===== src/rtl/kfd_pkg.sv =====
`timescale 1ns / 1ps
`default_nettype none

package kfd_pkg;

   // Longest payload kept per frame; further bytes are dropped.
   localparam int MAX_FRAME = 256;
   localparam int CNT_W     = $clog2(MAX_FRAME + 1);

   localparam int HW_BYTES  = 5;
   localparam int HW_IDX_W  = $clog2(HW_BYTES);

   localparam int RSP_DATA_W = 64;

   localparam logic [7:0] FEND_CODE  = 8'hC0;
   localparam logic [7:0] FESC_CODE  = 8'hDB;
   localparam logic [7:0] TFEND_CODE = 8'hDC;
   localparam logic [7:0] TFESC_CODE = 8'hDD;

   localparam logic CSR_DATA_CMD = 1'b0;
   localparam logic CSR_HW_CMD   = 1'b1;

   localparam logic OP_BYTE = 1'b0;
   localparam logic OP_SENT = 1'b1;

   typedef enum logic [2:0] {
      EV_PAYLOAD    = 3'd0,
      EV_READY      = 3'd1,
      EV_QUEUE_FULL = 3'd2,
      EV_SETTING    = 3'd3,
      EV_HW_ERROR   = 3'd4
   } event_type;

   typedef enum logic [7:0] {
      SUB_SF      = 8'd0,
      SUB_CR      = 8'd1,
      SUB_BW      = 8'd2,
      SUB_POWER   = 8'd3,
      SUB_FREQ    = 8'd4,
      SUB_SAVE    = 8'd5,
      SUB_RESTORE = 8'd6
   } subcmd_type;

   typedef enum logic [2:0] {
      SET_SF      = 3'd0,
      SET_CR      = 3'd1,
      SET_BW      = 3'd2,
      SET_POWER   = 3'd3,
      SET_FREQ    = 3'd4,
      SET_SAVE    = 3'd5,
      SET_RESTORE = 3'd6
   } setting_type;

   typedef struct packed {
      event_type   ev;
      setting_type id;
      logic [31:0] value;
   } hw_result_type;

endpackage

`default_nettype wire


===== src/rtl/kfd_hw_decode.sv =====
`timescale 1ns / 1ps
`default_nettype none

module kfd_hw_decode (
   input  wire logic [kfd_pkg::HW_BYTES-1:0][7:0] hw_bytes,
   input  wire logic [kfd_pkg::CNT_W-1:0]         count,
   output kfd_pkg::hw_result_type                 result
);
   import kfd_pkg::*;

   logic [31:0] word_value;

   assign word_value = {hw_bytes[1], hw_bytes[2], hw_bytes[3], hw_bytes[4]};

   always_comb begin
      result.ev    = EV_HW_ERROR;
      result.id    = SET_SF;
      result.value = '0;
      // An empty frame has no subcommand byte and falls through to the error.
      if (count != '0) begin
         case (hw_bytes[0])
            SUB_SF, SUB_CR, SUB_POWER: begin
               if (count == CNT_W'(2)) begin
                  result.ev    = EV_SETTING;
                  result.id    = (hw_bytes[0] == SUB_SF) ? SET_SF :
                                 (hw_bytes[0] == SUB_CR) ? SET_CR : SET_POWER;
                  result.value = {24'd0, hw_bytes[1]};
               end
            end
            SUB_BW, SUB_FREQ: begin
               if (count == CNT_W'(5)) begin
                  result.ev    = EV_SETTING;
                  result.id    = (hw_bytes[0] == SUB_BW) ? SET_BW : SET_FREQ;
                  result.value = word_value;
               end
            end
            SUB_SAVE, SUB_RESTORE: begin
               if (count == CNT_W'(1)) begin
                  result.ev = EV_SETTING;
                  result.id = (hw_bytes[0] == SUB_SAVE) ? SET_SAVE : SET_RESTORE;
               end
            end
            default: begin
               result.ev = EV_HW_ERROR;
            end
         endcase
      end
   end

endmodule

`default_nettype wire


===== src/rtl/kiss_frame_deframer.sv =====
`timescale 1ns / 1ps
`default_nettype none

// An accepted item's result is loaded into the output register in the next cycle.
// Throughput: one item per cycle while no held result stalls the input.
// The output register lets a new item enter while the previous result is taken.
// Reset is synchronous and active high: frame state, pending flag and output valid
// are cleared, the command codes return to their defaults; the hardware byte store is not.
module kiss_frame_deframer (
   input  wire logic        clock,
   input  wire logic        reset,
   input  wire logic        req_tvalid,
   output      logic        req_tready,
   input  wire logic [7:0]  req_tdata,   // [7:0] rx_byte
   input  wire logic        req_tuser,   // [0] op
   output      logic        rsp_tvalid,
   input  wire logic        rsp_tready,
   // [7:0] byte_value, [15:8] byte_index, [24:16] frame_length,
   // [27:25] setting_id, [59:28] setting_value, [63:60] zero
   output      logic [kfd_pkg::RSP_DATA_W-1:0] rsp_tdata,
   output      logic [2:0]  rsp_tuser,   // [2:0] event_res
   input  wire logic        csr_we,
   input  wire logic        csr_addr,
   input  wire logic [7:0]  csr_wdata
);
   import kfd_pkg::*;

   logic [7:0]       data_code_ff, hw_code_ff;

   logic             in_frame_ff, in_frame_in;
   logic             have_cmd_ff, have_cmd_in;
   logic [7:0]       frame_cmd_ff, frame_cmd_in;
   logic [CNT_W-1:0] count_ff, count_in;
   logic             esc_ff, esc_in;
   logic             pending_ff, pending_in;
   logic [HW_BYTES-1:0][7:0] hw_bytes_ff;
   logic             hw_we;
   logic [7:0]       value;

   logic             rsp_valid_ff, rsp_valid_in;
   event_type        rsp_ev_ff, rsp_ev_in;
   logic [7:0]       rsp_bv_ff, rsp_bv_in;
   logic [7:0]       rsp_bi_ff, rsp_bi_in;
   logic [8:0]       rsp_fl_ff, rsp_fl_in;
   setting_type      rsp_id_ff, rsp_id_in;
   logic [31:0]      rsp_sv_ff, rsp_sv_in;

   logic             accept;
   logic             is_data, is_hw;
   hw_result_type    hw_res;

   assign req_tready = !rsp_valid_ff || rsp_tready;
   assign accept     = req_tvalid && req_tready;

   assign is_data = (frame_cmd_ff == data_code_ff);
   assign is_hw   = !is_data && (frame_cmd_ff == hw_code_ff);

   kfd_hw_decode u_hw_decode (
      .hw_bytes (hw_bytes_ff),
      .count    (count_ff),
      .result   (hw_res)
   );

   // Unescaped value of the current byte.
   always_comb begin
      value = req_tdata;
      if (esc_ff) begin
         if (req_tdata == TFEND_CODE) begin
            value = FEND_CODE;
         end else if (req_tdata == TFESC_CODE) begin
            value = FESC_CODE;
         end
      end
   end

   always_comb begin
      in_frame_in  = in_frame_ff;
      have_cmd_in  = have_cmd_ff;
      frame_cmd_in = frame_cmd_ff;
      count_in     = count_ff;
      esc_in       = esc_ff;
      pending_in   = pending_ff;
      hw_we        = 1'b0;
      rsp_valid_in = rsp_valid_ff && !rsp_tready;
      rsp_ev_in    = EV_PAYLOAD;
      rsp_bv_in    = '0;
      rsp_bi_in    = '0;
      rsp_fl_in    = '0;
      rsp_id_in    = SET_SF;
      rsp_sv_in    = '0;

      if (accept) begin
         if (req_tuser == OP_SENT) begin
            pending_in = 1'b0;
         end else if (req_tdata == FEND_CODE) begin
            if (in_frame_ff && have_cmd_ff) begin
               if (is_data) begin
                  rsp_valid_in = 1'b1;
                  if (pending_ff) begin
                     rsp_ev_in = EV_QUEUE_FULL;
                  end else begin
                     pending_in = 1'b1;
                     rsp_ev_in  = EV_READY;
                     rsp_fl_in  = 9'(count_ff);
                  end
               end else if (is_hw) begin
                  rsp_valid_in = 1'b1;
                  rsp_ev_in    = hw_res.ev;
                  rsp_id_in    = hw_res.id;
                  rsp_sv_in    = hw_res.value;
               end
            end
            // Any FEND opens a fresh frame.
            in_frame_in  = 1'b1;
            have_cmd_in  = 1'b0;
            frame_cmd_in = '0;
            count_in     = '0;
            esc_in       = 1'b0;
         end else if (in_frame_ff && (count_ff < CNT_W'(MAX_FRAME))) begin
            if (!have_cmd_ff) begin
               have_cmd_in  = 1'b1;
               frame_cmd_in = req_tdata;
            end else if (is_data || is_hw) begin
               if (!esc_ff && (req_tdata == FESC_CODE)) begin
                  esc_in = 1'b1;
               end else begin
                  esc_in   = 1'b0;
                  count_in = count_ff + CNT_W'(1);
                  if (is_hw) begin
                     hw_we = (count_ff < CNT_W'(HW_BYTES));
                  end else begin
                     rsp_valid_in = 1'b1;
                     rsp_ev_in    = EV_PAYLOAD;
                     rsp_bv_in    = value;
                     rsp_bi_in    = count_ff[7:0];
                  end
               end
            end
         end
      end
   end

   always_ff @(posedge clock) begin
      if (reset) begin
         data_code_ff <= '0;
         hw_code_ff   <= 8'd6;
      end else if (csr_we) begin
         case (csr_addr)
            CSR_DATA_CMD: data_code_ff <= csr_wdata;
            CSR_HW_CMD:   hw_code_ff   <= csr_wdata;
            default:      data_code_ff <= data_code_ff;
         endcase
      end
   end

   always_ff @(posedge clock) begin
      if (reset) begin
         in_frame_ff  <= 1'b0;
         have_cmd_ff  <= 1'b0;
         frame_cmd_ff <= '0;
         count_ff     <= '0;
         esc_ff       <= 1'b0;
         pending_ff   <= 1'b0;
         rsp_valid_ff <= 1'b0;
      end else begin
         in_frame_ff  <= in_frame_in;
         have_cmd_ff  <= have_cmd_in;
         frame_cmd_ff <= frame_cmd_in;
         count_ff     <= count_in;
         esc_ff       <= esc_in;
         pending_ff   <= pending_in;
         rsp_valid_ff <= rsp_valid_in;
      end
   end

   always_ff @(posedge clock) begin
      if (hw_we) begin
         hw_bytes_ff[count_ff[HW_IDX_W-1:0]] <= value;
      end
   end

   // Result payload loads only when a new result is produced.
   always_ff @(posedge clock) begin
      if (accept && rsp_valid_in) begin
         rsp_ev_ff <= rsp_ev_in;
         rsp_bv_ff <= rsp_bv_in;
         rsp_bi_ff <= rsp_bi_in;
         rsp_fl_ff <= rsp_fl_in;
         rsp_id_ff <= rsp_id_in;
         rsp_sv_ff <= rsp_sv_in;
      end
   end

   assign rsp_tvalid = rsp_valid_ff;
   assign rsp_tuser  = rsp_ev_ff;
   assign rsp_tdata  = {4'd0, rsp_sv_ff, rsp_id_ff, rsp_fl_ff, rsp_bi_ff, rsp_bv_ff};

endmodule

`default_nettype wire

===== config.mk =====
export PLATFORM = sky130hd
export DESIGN_NAME = kiss_frame_deframer
export DESIGN_NICKNAME = d
export VERILOG_FILES = /design/src/rtl/kfd_pkg.sv /design/src/rtl/kfd_hw_decode.sv /design/src/rtl/kiss_frame_deframer.sv
export SDC_FILE = /design/constraint.sdc
export NUM_CORES = 1
export LEC_CHECK = 0
export ABC_AREA = 1
export BUFFER_PORTS_ARGS = -buffer_cell sky130_fd_sc_hd__buf_2
export CORE_MARGIN = 5
export CORE_UTILIZATION = 61
export DETAILED_ROUTE_END_ITERATION = 8
export GPL_TIMING_DRIVEN = 0
export PLACE_DENSITY = 0.85
export SLEW_MARGIN = 25
export SYNTH_ARGS = -nofsm -noshare
export SYNTH_HDL_FRONTEND = slang
export SYNTH_SLANG_ARGS = --single-unit

===== constraint.sdc =====
create_clock -name clock -period 6.2 [get_ports clock]
set_clock_uncertainty 0.15 [all_clocks]
set_input_delay 0.62 -clock clock [delete_from_list [all_inputs] [get_ports clock]]
set_output_delay 0.62 -clock clock [all_outputs]
set_load 0.05 [all_outputs]

==> results of run 1 <==
## layer usage
metal	GRT usage	vias up	part of all wire
li1	-	2190	-
met1	0.255	2069	0.38
met2	0.396	201	0.52
met3	0.0534	36	0.075
met4	0.0899	0	0.024
met5	0	-	0
## sequential cells by signal (all words and copies together), names as in the netlist
name,cells
rsp_id_ff,3
rsp_sv_ff,32
rsp_fl_ff,9
hw_code_ff,8
rsp_tuser,3
rsp_bi_ff,8
frame_cmd_ff,8
in_frame_ff,1
esc_ff,1
pending_ff,1
hw_bytes_ff,40
data_code_ff,8
rsp_bv_ff,8
rsp_tvalid,1
count_ff,9
have_cmd_ff,1
## worst max-delay path, stage by stage (launching register included)
cell and delay [ns]:
dfxtp_1 0.39, inv_1 0.08, nand2_1 0.07, nand2_1 0.04, nand2_1 0.09, nor2_1 0.06
nand2_1 0.15, nand3_1 0.23, nor3_1 0.32, nand2_1 0.14, nor2_1 0.59
## worst paths after layout
kind                   start              end  slack (ns)  cells past startpoint
min             csr_wdata[1]    hw_code_ff[1]        0.16                      3
max          frame_cmd_ff[4]  hw_bytes_ff[17]        3.52                     10
min reg2reg       pending_ff       pending_ff        0.33                      2
max reg2reg  frame_cmd_ff[4]  hw_bytes_ff[17]        3.52                     10
## cell families (layout without fill, tap and decap cells)
group,Yosys count,after routing,synth area share
flops,141,141,0.638
buf+inv,110,230,0.0737
fa+ha+maj,4,4,0.00828
simple gates,269,269,0.202
compound gates,65,65,0.0557
other cells,1,4,0.000621
xor+xnor,15,15,0.0217
## power by group through the flow
| stage | registers (mW) | logic, mW | clock network, mW |
|---|---|---|---|
| finish | 1.01 | 0.0661 | 0.966 |
| global route | 1.02 | 0.0733 | 1.02 |
| CTS | 1.01 | 0.0651 | 0.973 |
| detailed placement | 1.03 | 0.0639 | 0 |
| global placement | 1.03 | 0.0618 | 0 |
| floorplan | 1.03 | 0.0427 | 0 |
## cell usage after synthesis
| cell | number | area (µm²) |
|---|---|---|
| a21oi_1 | 27 | 135 |
| buf_2 | 2 | 10.0 |
| buf_4 | 4 | 30.0 |
| buf_6 | 2 | 22.5 |
| clkbuf_1 | 9 | 33.8 |
| conb_1 | 1 | 3.75 |
| dfxtp_1 | 38 | 761 |
| edfxtp_1 | 103 | 3090 |
| ha_1 | 4 | 50.1 |
| inv_1 | 90 | 338 |
| inv_2 | 3 | 11.3 |
| nand2_1 | 95 | 357 |
| nand2_2 | 4 | 25.0 |
| nand2_4 | 1 | 11.3 |
| nand3_1 | 23 | 115 |
| nand3b_1 | 1 | 7.51 |
| nand4_1 | 15 | 93.8 |
| nand4_4 | 1 | 21.3 |
| nor2_1 | 97 | 364 |
| nor2_2 | 20 | 125 |
| nor2_4 | 1 | 11.3 |
| nor3_1 | 6 | 30.0 |
| nor3_2 | 1 | 10.0 |
| nor3_4 | 2 | 32.5 |
| nor3b_2 | 1 | 12.5 |
| o2111ai_1 | 1 | 8.76 |
| o211ai_1 | 1 | 7.51 |
| o21a_1 | 1 | 7.51 |
| o21ai_0 | 34 | 170 |
| o31ai_1 | 1 | 7.51 |
| or2_2 | 1 | 6.26 |
| xnor2_1 | 13 | 114 |
| xor2_1 | 2 | 17.5 |
## area by class of cell
cell class / count / area, µm² / area share
Tap cell: 133 / 166 / 0.0229
Timing Repair Buffer: 88 / 455 / 0.0628
Clock buffer: 20 / 468 / 0.0645
Multi-Input combinational cell: 357 / 1760 / 0.242
Buffer: 17 / 96.3 / 0.0133
Inverter: 93 / 352 / 0.0485
Clock inverter: 12 / 106 / 0.0147
Sequential cell: 141 / 3850 / 0.531
==> metrics.md, run 1 <==
| Metric | Value |
|---|---|
| Sw frac | `0.213` |
| Post-CTS Hold Fix Bufs | `0` |
| Most frequent cells in the layout | `edfxtp_1 (103), nor2_1 (97), nand2_1 (95)` |
| CTS resizes | `0` |
| Final setup fails | `0` |
| Final #Nets | `742` |
| DIE HEIGHT | `110 µm` |
| Fraction of layout cells with a size suffix above 1 | `0.224` |
| CTS Sinks | `141` |
| Number of synthesized register bits | `141` |
| Register area share after synthesis | `0.638` |
| Inst Count DP | `829` |
| Post-Syn Area | `0.00604 mm²` |
| Final worst slack | `3.52 ns` |
| Internal power | `1.61 mW` |
| Max-cap violations | `0` |
| RSZ-0062 raised after global routing | `no` |
| Crit path time final | `2.68 ns` |
| Vias per cell | `5.22` |
| Die X | `110 µm` |
| Dpl hpwl | `8710 µm` |
| GPL Wtd Cong | `0.915` |
| Setup Buffers After CTS | `0` |
| Fin. Hold Viols | `0` |
| HP Class | `input pin to flip-flop` |
| # fillers | `665` |
| WHS | `0.161 ns` |
| DRT antenna net count | `0` |
| Worst path required time | `6.21 ns` |
| DR iter-0 viols | `338` |
| Wire per inst | `14.6 µm` |
| Share of total power in the clock network | `0.472` |
| Worst-margin pin slew | `0.968 ns` |
| Pin count of the biggest net entering global routing | `52` |
| Top Ports | `92` |
| Drt drc | `0` |
| First-pass GRT wire length | `20200 µm` |
| Net Switching | `0.436 mW` |
| Critical path class | `flip-flop to flip-flop` |
| Final Util | `0.745` |
| CP max FO | `8` |
| Startpoint Class | `flip-flop` |
| TritonCTS Buffers | `17` |
| First-pass detailed-route iteration total | `4` |
| Commonest non-fill, non-tap cell in the layout | `edfxtp_1` |
| Global route overflow | `0` |
| Core area | `0.00973 mm²` |
| Synth unique cells | `33` |
| Tcrit/Tclk final | `0.432` |
| Port bufs | `87` |
| Vias in the first global route | `4301` |
| Clock Latency Late Sink | `0.53 ns` |
| ANT cells | `0` |
| Seq pwr share | `0.496` |
| Setup crit end kind | `flip-flop` |
| Total negative setup slack | `0 ns` |
| Clk root buf | `clkbuf_8` |
| Initial antenna violation count | `0` |
| Post-Synthesis Cells | `605` |
| Initial core utilization | `0.621` |
| CTS Buffer Depth | `2` |
| Worst path arrival time | `2.69 ns` |
| Via count | `4496` |
| H-Tree Level Count | `4` |
| Area Overhead vs Synth | `20.0%` |
| Power per cell area | `282 mW/mm²` |
| Clock transition at the registers of the reported paths | `0.06 ns` |
| Rows | `36` |
| Status | `completed` |
| Gr usage total | `0.222` |
| Post-synthesis area per instance | `9.99 µm²` |
| Relative slew slack | `0.348` |
| Post-route insts no fill | `861` |
| VDD IR max | `0.207 mV` |
| Fin area | `0.00725 mm²` |
| CTS tree | `yes` |
| Leak | `2.75 nW` |
| DRT Wirelength | `12500 µm` |
| DIE AREA | `0.0120 mm²` |
| Overall power | `2.05 mW` |
| DP Worst Slack | `3.39 ns` |
| Gate power share | `0.032` |
| Placed Area | `0.00668 mm²` |
| Max Fclk | `0.373 GHz` |
| Max-slew violation count | `0` |
| Yosys warnings | `0` |
No activity file was read; power rests on OpenSTA's default activity.
==> run 2, diff against run 1 <==
Settings changed: CORE_UTILIZATION 61 to 57, PLACE_DENSITY 0.85 to 0.8.
Clock period 6.2 ns to 2.55 ns, I/O delays scaled along.
==> metrics.md, run 2 (synthesized netlist as in run 1, its figures left out) <==
| Metric | Value |
|---|---|
| Initial antenna violation count | `0` |
| DIE AREA | `0.0128 mm²` |
| Fraction of layout cells with a size suffix above 1 | `0.237` |
| Startpoint Class | `flip-flop` |
| Max Fclk | `0.406 GHz` |
| Vias in the first global route | `4711` |
| Worst path required time | `2.56 ns` |
| DRT antenna net count | `0` |
| Placed Area | `0.00669 mm²` |
| First-pass GRT wire length | `21900 µm` |
| Internal power | `4.02 mW` |
| Hold_sp | `reset` |
| Wire per inst | `15.0 µm` |
| Gate power share | `0.038` |
| DRT Wirelength | `13400 µm` |
| Reg2Reg Depth | `7` |
| Fin. Hold Viols | `0` |
| Relative slew slack | `0.540` |
| Power per cell area | `669 mW/mm²` |
| Most frequent cells in the layout | `edfxtp_1 (103), nand2_1 (94), nor2_1 (94)` |
| CTS Sinks | `141` |
| Port bufs | `87` |
| Vias per cell | `5.19` |
| ANT cells | `0` |
| Max-slew violation count | `0` |
| RSZ-0062 raised after global routing | `yes` |
| Status | `completed` |
| DIE HEIGHT | `113 µm` |
| Net Switching | `1.07 mW` |
| RR Startpoint | `frame_cmd_ff[1]` |
| TritonCTS Buffers | `17` |
| Worst-margin pin slew | `0.687 ns` |
| Final Util | `0.737` |
| VDD IR max | `0.419 mV` |
| Initial core utilization | `0.585` |
| Cell depth of the worst min-delay path | `4` |
| CTS Buffer Depth | `2` |
| Setup crit end kind | `flip-flop` |
| # fillers | `674` |
| Core area | `0.0103 mm²` |
| Overall power | `5.09 mW` |
| Sw frac | `0.211` |
| Worst path cell trace | `xnor2_1 > nand2_1 > nor2_1 > nand3_1 > nor3_1 > nand2_1 > nor2_1` |
| CTS tree | `yes` |
| Rows | `37` |
| Top Ports | `92` |
| Final #Nets | `773` |
| HP Class | `input pin to flip-flop` |
| Global route overflow | `0` |
| Clock Latency Late Sink | `0.54 ns` |
| CP max FO | `8` |
| Total negative setup slack | `0 ns` |
| Final setup fails | `0` |
| Die X | `113 µm` |
| Drt drc | `0` |
| Area Overhead vs Synth | `25.8%` |
| Reg-to-Reg End | `hw_bytes_ff[25]` |
| Hold endpoint | `frame_cmd_ff[0]` |
| Clk root buf | `clkbuf_8` |
| Crit path time final | `2.46 ns` |
| Critical Path Slowest Stage Cell | `nor2_1` |
| Pin count of the biggest net entering global routing | `35` |
| Commonest non-fill, non-tap cell in the layout | `edfxtp_1` |
| Tcrit/Tclk final | `0.966` |
| Largest register FFs | `40` |
| WHS | `0.0173 ns` |
| Via count | `4644` |
| Gr usage total | `0.220` |
| Share of total power in the clock network | `0.477` |
| Clock transition at the registers of the reported paths | `0.07 ns` |
| First-pass detailed-route iteration total | `5` |
| H-Tree Level Count | `4` |
| Dpl hpwl | `8800 µm` |
| Leak | `2.88 nW` |
| DR iter-0 viols | `278` |
| Max-cap violations | `0` |
| Reg2reg setup slack | `0.09 ns` |
| Worst path arrival time | `2.48 ns` |
| GPL Wtd Cong | `0.884` |
| Critical path class | `flip-flop to flip-flop` |
| Fin area | `0.00760 mm²` |
| CP peak stage delay | `0.54 ns` |
| Seq pwr share | `0.485` |
run 2: cell type report:
class                   count  area (µm²)  area share
plain buffers              17        96.3      0.0127
clock buffers              17         414      0.0545
clock inverters            15         171      0.0225
inverters                  93         353      0.0464
multi-input cells         357        1780       0.234
flip-flops and latches    141        3860       0.508
well taps                 136         170      0.0224
repair buffers            118         746      0.0981
repair inverters            1        7.51    0.000987
run 2: worst max-delay path: cells and delay by family, from the launching register on:
kind          cells  cell delay (ns)
xor+xnor          1             0.13
simple gates      6             1.41
flops             1             0.38
run 2: worst max-delay path by stage:
stage                    startpoint         endpoint  cells after the start
finish              frame_cmd_ff[1]  hw_bytes_ff[25]                      7
global route        frame_cmd_ff[4]  hw_bytes_ff[13]                     10
CTS                 frame_cmd_ff[5]  hw_bytes_ff[39]                     10
detailed placement     req_tdata[2]    rsp_sv_ff[19]                     12
global placement       req_tdata[2]    rsp_sv_ff[19]                     11
floorplan                rsp_tvalid     rsp_bi_ff[0]                      7
run 2: timing repair:
item	in CTS	in global routing
cloned	1	0
hold buffers	26	0
endpoints found under the hold margin	34	0
endpoints found under the setup margin	42	90
buffers inserted	0	4
gates resized for setup	1	13
pin swaps	0	0
run 2: power groups by stage:
stage / Clock, mW / Combinational [mW] / Sequential [mW]
floorplan: 0 / 0.104 / 2.51
global placement: 0 / 0.151 / 2.51
detailed placement: 0 / 0.156 / 2.52
CTS: 2.43 / 0.186 / 2.47
global route: 2.55 / 0.215 / 2.47
finish: 2.43 / 0.195 / 2.47
run 2: per-stage QoR:
| stage | setup slack, ns | cells |
|---|---|---|
| finish | 0.0878 | 895 |
| global route | -0.0823 | 895 |
| CTS | 0.0126 | 891 |
| detailed placement | -0.232 | 832 |
| global placement | -0.494 | 831 |
| floorplan | 0.0921 | 608 |
run 2: per-layer routing:
layer  global-route usage  vias up  share of wire
met5                    0        -              0
met4                0.102        0          0.034
met3               0.0626       49          0.068
met2                0.397      191           0.52
met1                0.238     2148           0.38
li1                     -     2256              -
==> run 3, diff against run 2 <==
Settings changed: GPL_TIMING_DRIVEN 0 to not set, RECOVER_POWER set to 25.
Clock period 2.55 ns to 2.8 ns, I/O delays scaled along.
==> metrics.md, run 3 (synthesized netlist as in run 1, its figures left out) <==
| Metric | Value |
|---|---|
| DRT antenna net count | `0` |
| First-pass GRT wire length | `21400 µm` |
| Worst path arrival time | `2.89 ns` |
| Wire per inst | `14.5 µm` |
| Register Area | `0.00385 mm²` |
| First-pass detailed-route iteration total | `8` |
| Top Ports | `92` |
| Net Switching | `0.922 mW` |
| DIE HEIGHT | `113 µm` |
| Vias per cell | `5.14` |
| Initial core utilization | `0.585` |
| Cell depth of the worst min-delay path | `4` |
| Commonest non-fill, non-tap cell in the layout | `edfxtp_1` |
| Final Util | `0.714` |
| Die X | `113 µm` |
| Clk root buf | `clkbuf_8` |
| Max-cap violations | `0` |
| Hold_sp | `req_tvalid` |
| Overall power | `4.65 mW` |
| Total negative setup slack | `0 ns` |
| Setup crit end kind | `flip-flop` |
| Sw frac | `0.198` |
| Dpl hpwl | `8630 µm` |
| Global route overflow | `0` |
| Clock Latency Late Sink | `0.52 ns` |
| Vias in the first global route | `4550` |
| Largest register FFs | `40` |
| Area Overhead vs Synth | `22.0%` |
| Final setup fails | `0` |
| DRT Wirelength | `12700 µm` |
| Worst-margin pin slew | `0.718 ns` |
| CTS Sinks | `141` |
| CP max FO | `10` |
| VDD IR max | `0.379 mV` |
| HP Class | `input pin to flip-flop` |
| Area of the multi-input gates | `0.00176 mm²` |
| DR iter-0 viols | `342` |
| Seq pwr share | `0.483` |
| Reg2reg setup slack | `0.30 ns` |
| WL met1 | `4870 µm` |
| Via count | `4500` |
| DIE AREA | `0.0128 mm²` |
| Inst Count DP | `822` |
| Setup Buffers After CTS | `0` |
| ANT cells | `0` |
| Drt drc | `0` |
| Internal power | `3.73 mW` |
| TritonCTS Buffers | `17` |
| Critical path class | `input pin to flip-flop` |
| CP Launch Point | `req_tdata[0]` |
| Reg2Reg Depth | `10` |
| Relative slew slack | `0.521` |
| Power per cell area | `631 mW/mm²` |
| Startpoint Class | `input pin` |
| Crit path time final | `2.59 ns` |
| WL met3 | `875 µm` |
| CTS tree | `yes` |
| Highest metal used | `met4` |
| Gr usage total | `0.212` |
| WHS | `0.0373 ns` |
| Met2 WL post-DR | `6650 µm` |
| Post-route insts no fill | `875` |
| Max-slew violation count | `0` |
| # fillers | `739` |
| Initial antenna violation count | `0` |
| Fraction of layout cells with a size suffix above 1 | `0.138` |
| Most frequent cells in the layout | `edfxtp_1 (103), nor2_1 (96), nand2_1 (95)` |
| Gate power share | `0.034` |
| RR Startpoint | `frame_cmd_ff[5]` |
| Status | `completed` |
| Share of total power in the clock network | `0.483` |
| Clock transition at the registers of the reported paths | `0.06 ns` |
| Max Fclk | `0.387 GHz` |
| Leak | `2.75 nW` |
| RSZ-0062 raised after global routing | `no` |
| Tcrit/Tclk final | `0.923` |
| Final #Nets | `753` |
| Worst path required time | `3.11 ns` |
| GPL Wtd Cong | `0.870` |
| Rows | `37` |
| CTS Buffer Depth | `2` |
| Port bufs | `87` |
| Fin. Hold Viols | `0` |
| Pin count of the biggest net entering global routing | `52` |
| H-Tree Level Count | `4` |
| Core area | `0.0103 mm²` |
run 3: cell count changes in the layout (fill, tap and decap cells not counted), sizes merged:
cell,before,now
buf,100,38
clkbuf,26,76
dlygate4sd3,26,21
clkinvlp,6,3
bufinv,3,4
inv,94,93
run 3: per-stage QoR:
stage / cell area, µm² / setup WS, ns
after floorplan: 6050 / 0.00129
after global placement: 6640 / 0.356
after detailed placement: 6640 / 0.262
after CTS: 7440 / 0.215
after global routing: 7370 / 0.00643
final: 7370 / 0.214
run 3: final cells by class:
class,instances,area share
Inverter,93,0.0477
Tap cell,136,0.0231
Multi-Input combinational cell,357,0.238
Timing Repair Buffer,116,0.0877
Clock inverter,13,0.0234
Clock buffer,19,0.0572
Sequential cell,141,0.523
run 3: power groups by stage:
| stage | Sequential [mW] | Clock (mW) | Combinational [mW] |
|---|---|---|---|
| 5_1_grt | 2.25 | 2.38 | 0.177 |
| 2_1_floorplan | 2.29 | 0 | 0.0945 |
| 4_1_cts | 2.25 | 2.26 | 0.156 |
| 6_report | 2.25 | 2.25 | 0.159 |
| 3_3_place_gp | 2.29 | 0 | 0.131 |
| 3_5_place_dp | 2.29 | 0 | 0.135 |
run 3: repair_timing:
| action | CTS | global route |
|---|---|---|
| hold buffers | 21 | 0 |
| gates resized for setup | 0 | 2 |
| endpoints found under the setup margin | 0 | 9 |
| endpoints found under the hold margin | 52 | 0 |
run 3: per-layer routing:
layer,GRT usage,vias up
li1,-,2209
met1,0.240,2064
met2,0.381,191
met3,0.0524,36
met4,0.0897,0
met5,0,-
run 3: final timing paths:
kind / endpoint
worst max-delay path: frame_cmd_ff[6]
worst min-delay path: pending_ff
worst max register to register: hw_bytes_ff[2]
worst min register to register: esc_ff
run 3: critical path, cell delays in order:
cell and delay (ns):
dlygate4sd3_1 0.54, clkbuf_1 0.25, nor3_2 0.25, nand2_2 0.19, inv_4 0.14, nand2_2 0.10, nand2_1 0.11, nand2_2 0.12
inv_2 0.14, nand3_1 0.09, a21oi_1 0.13, dlygate4sd3_1 0.56
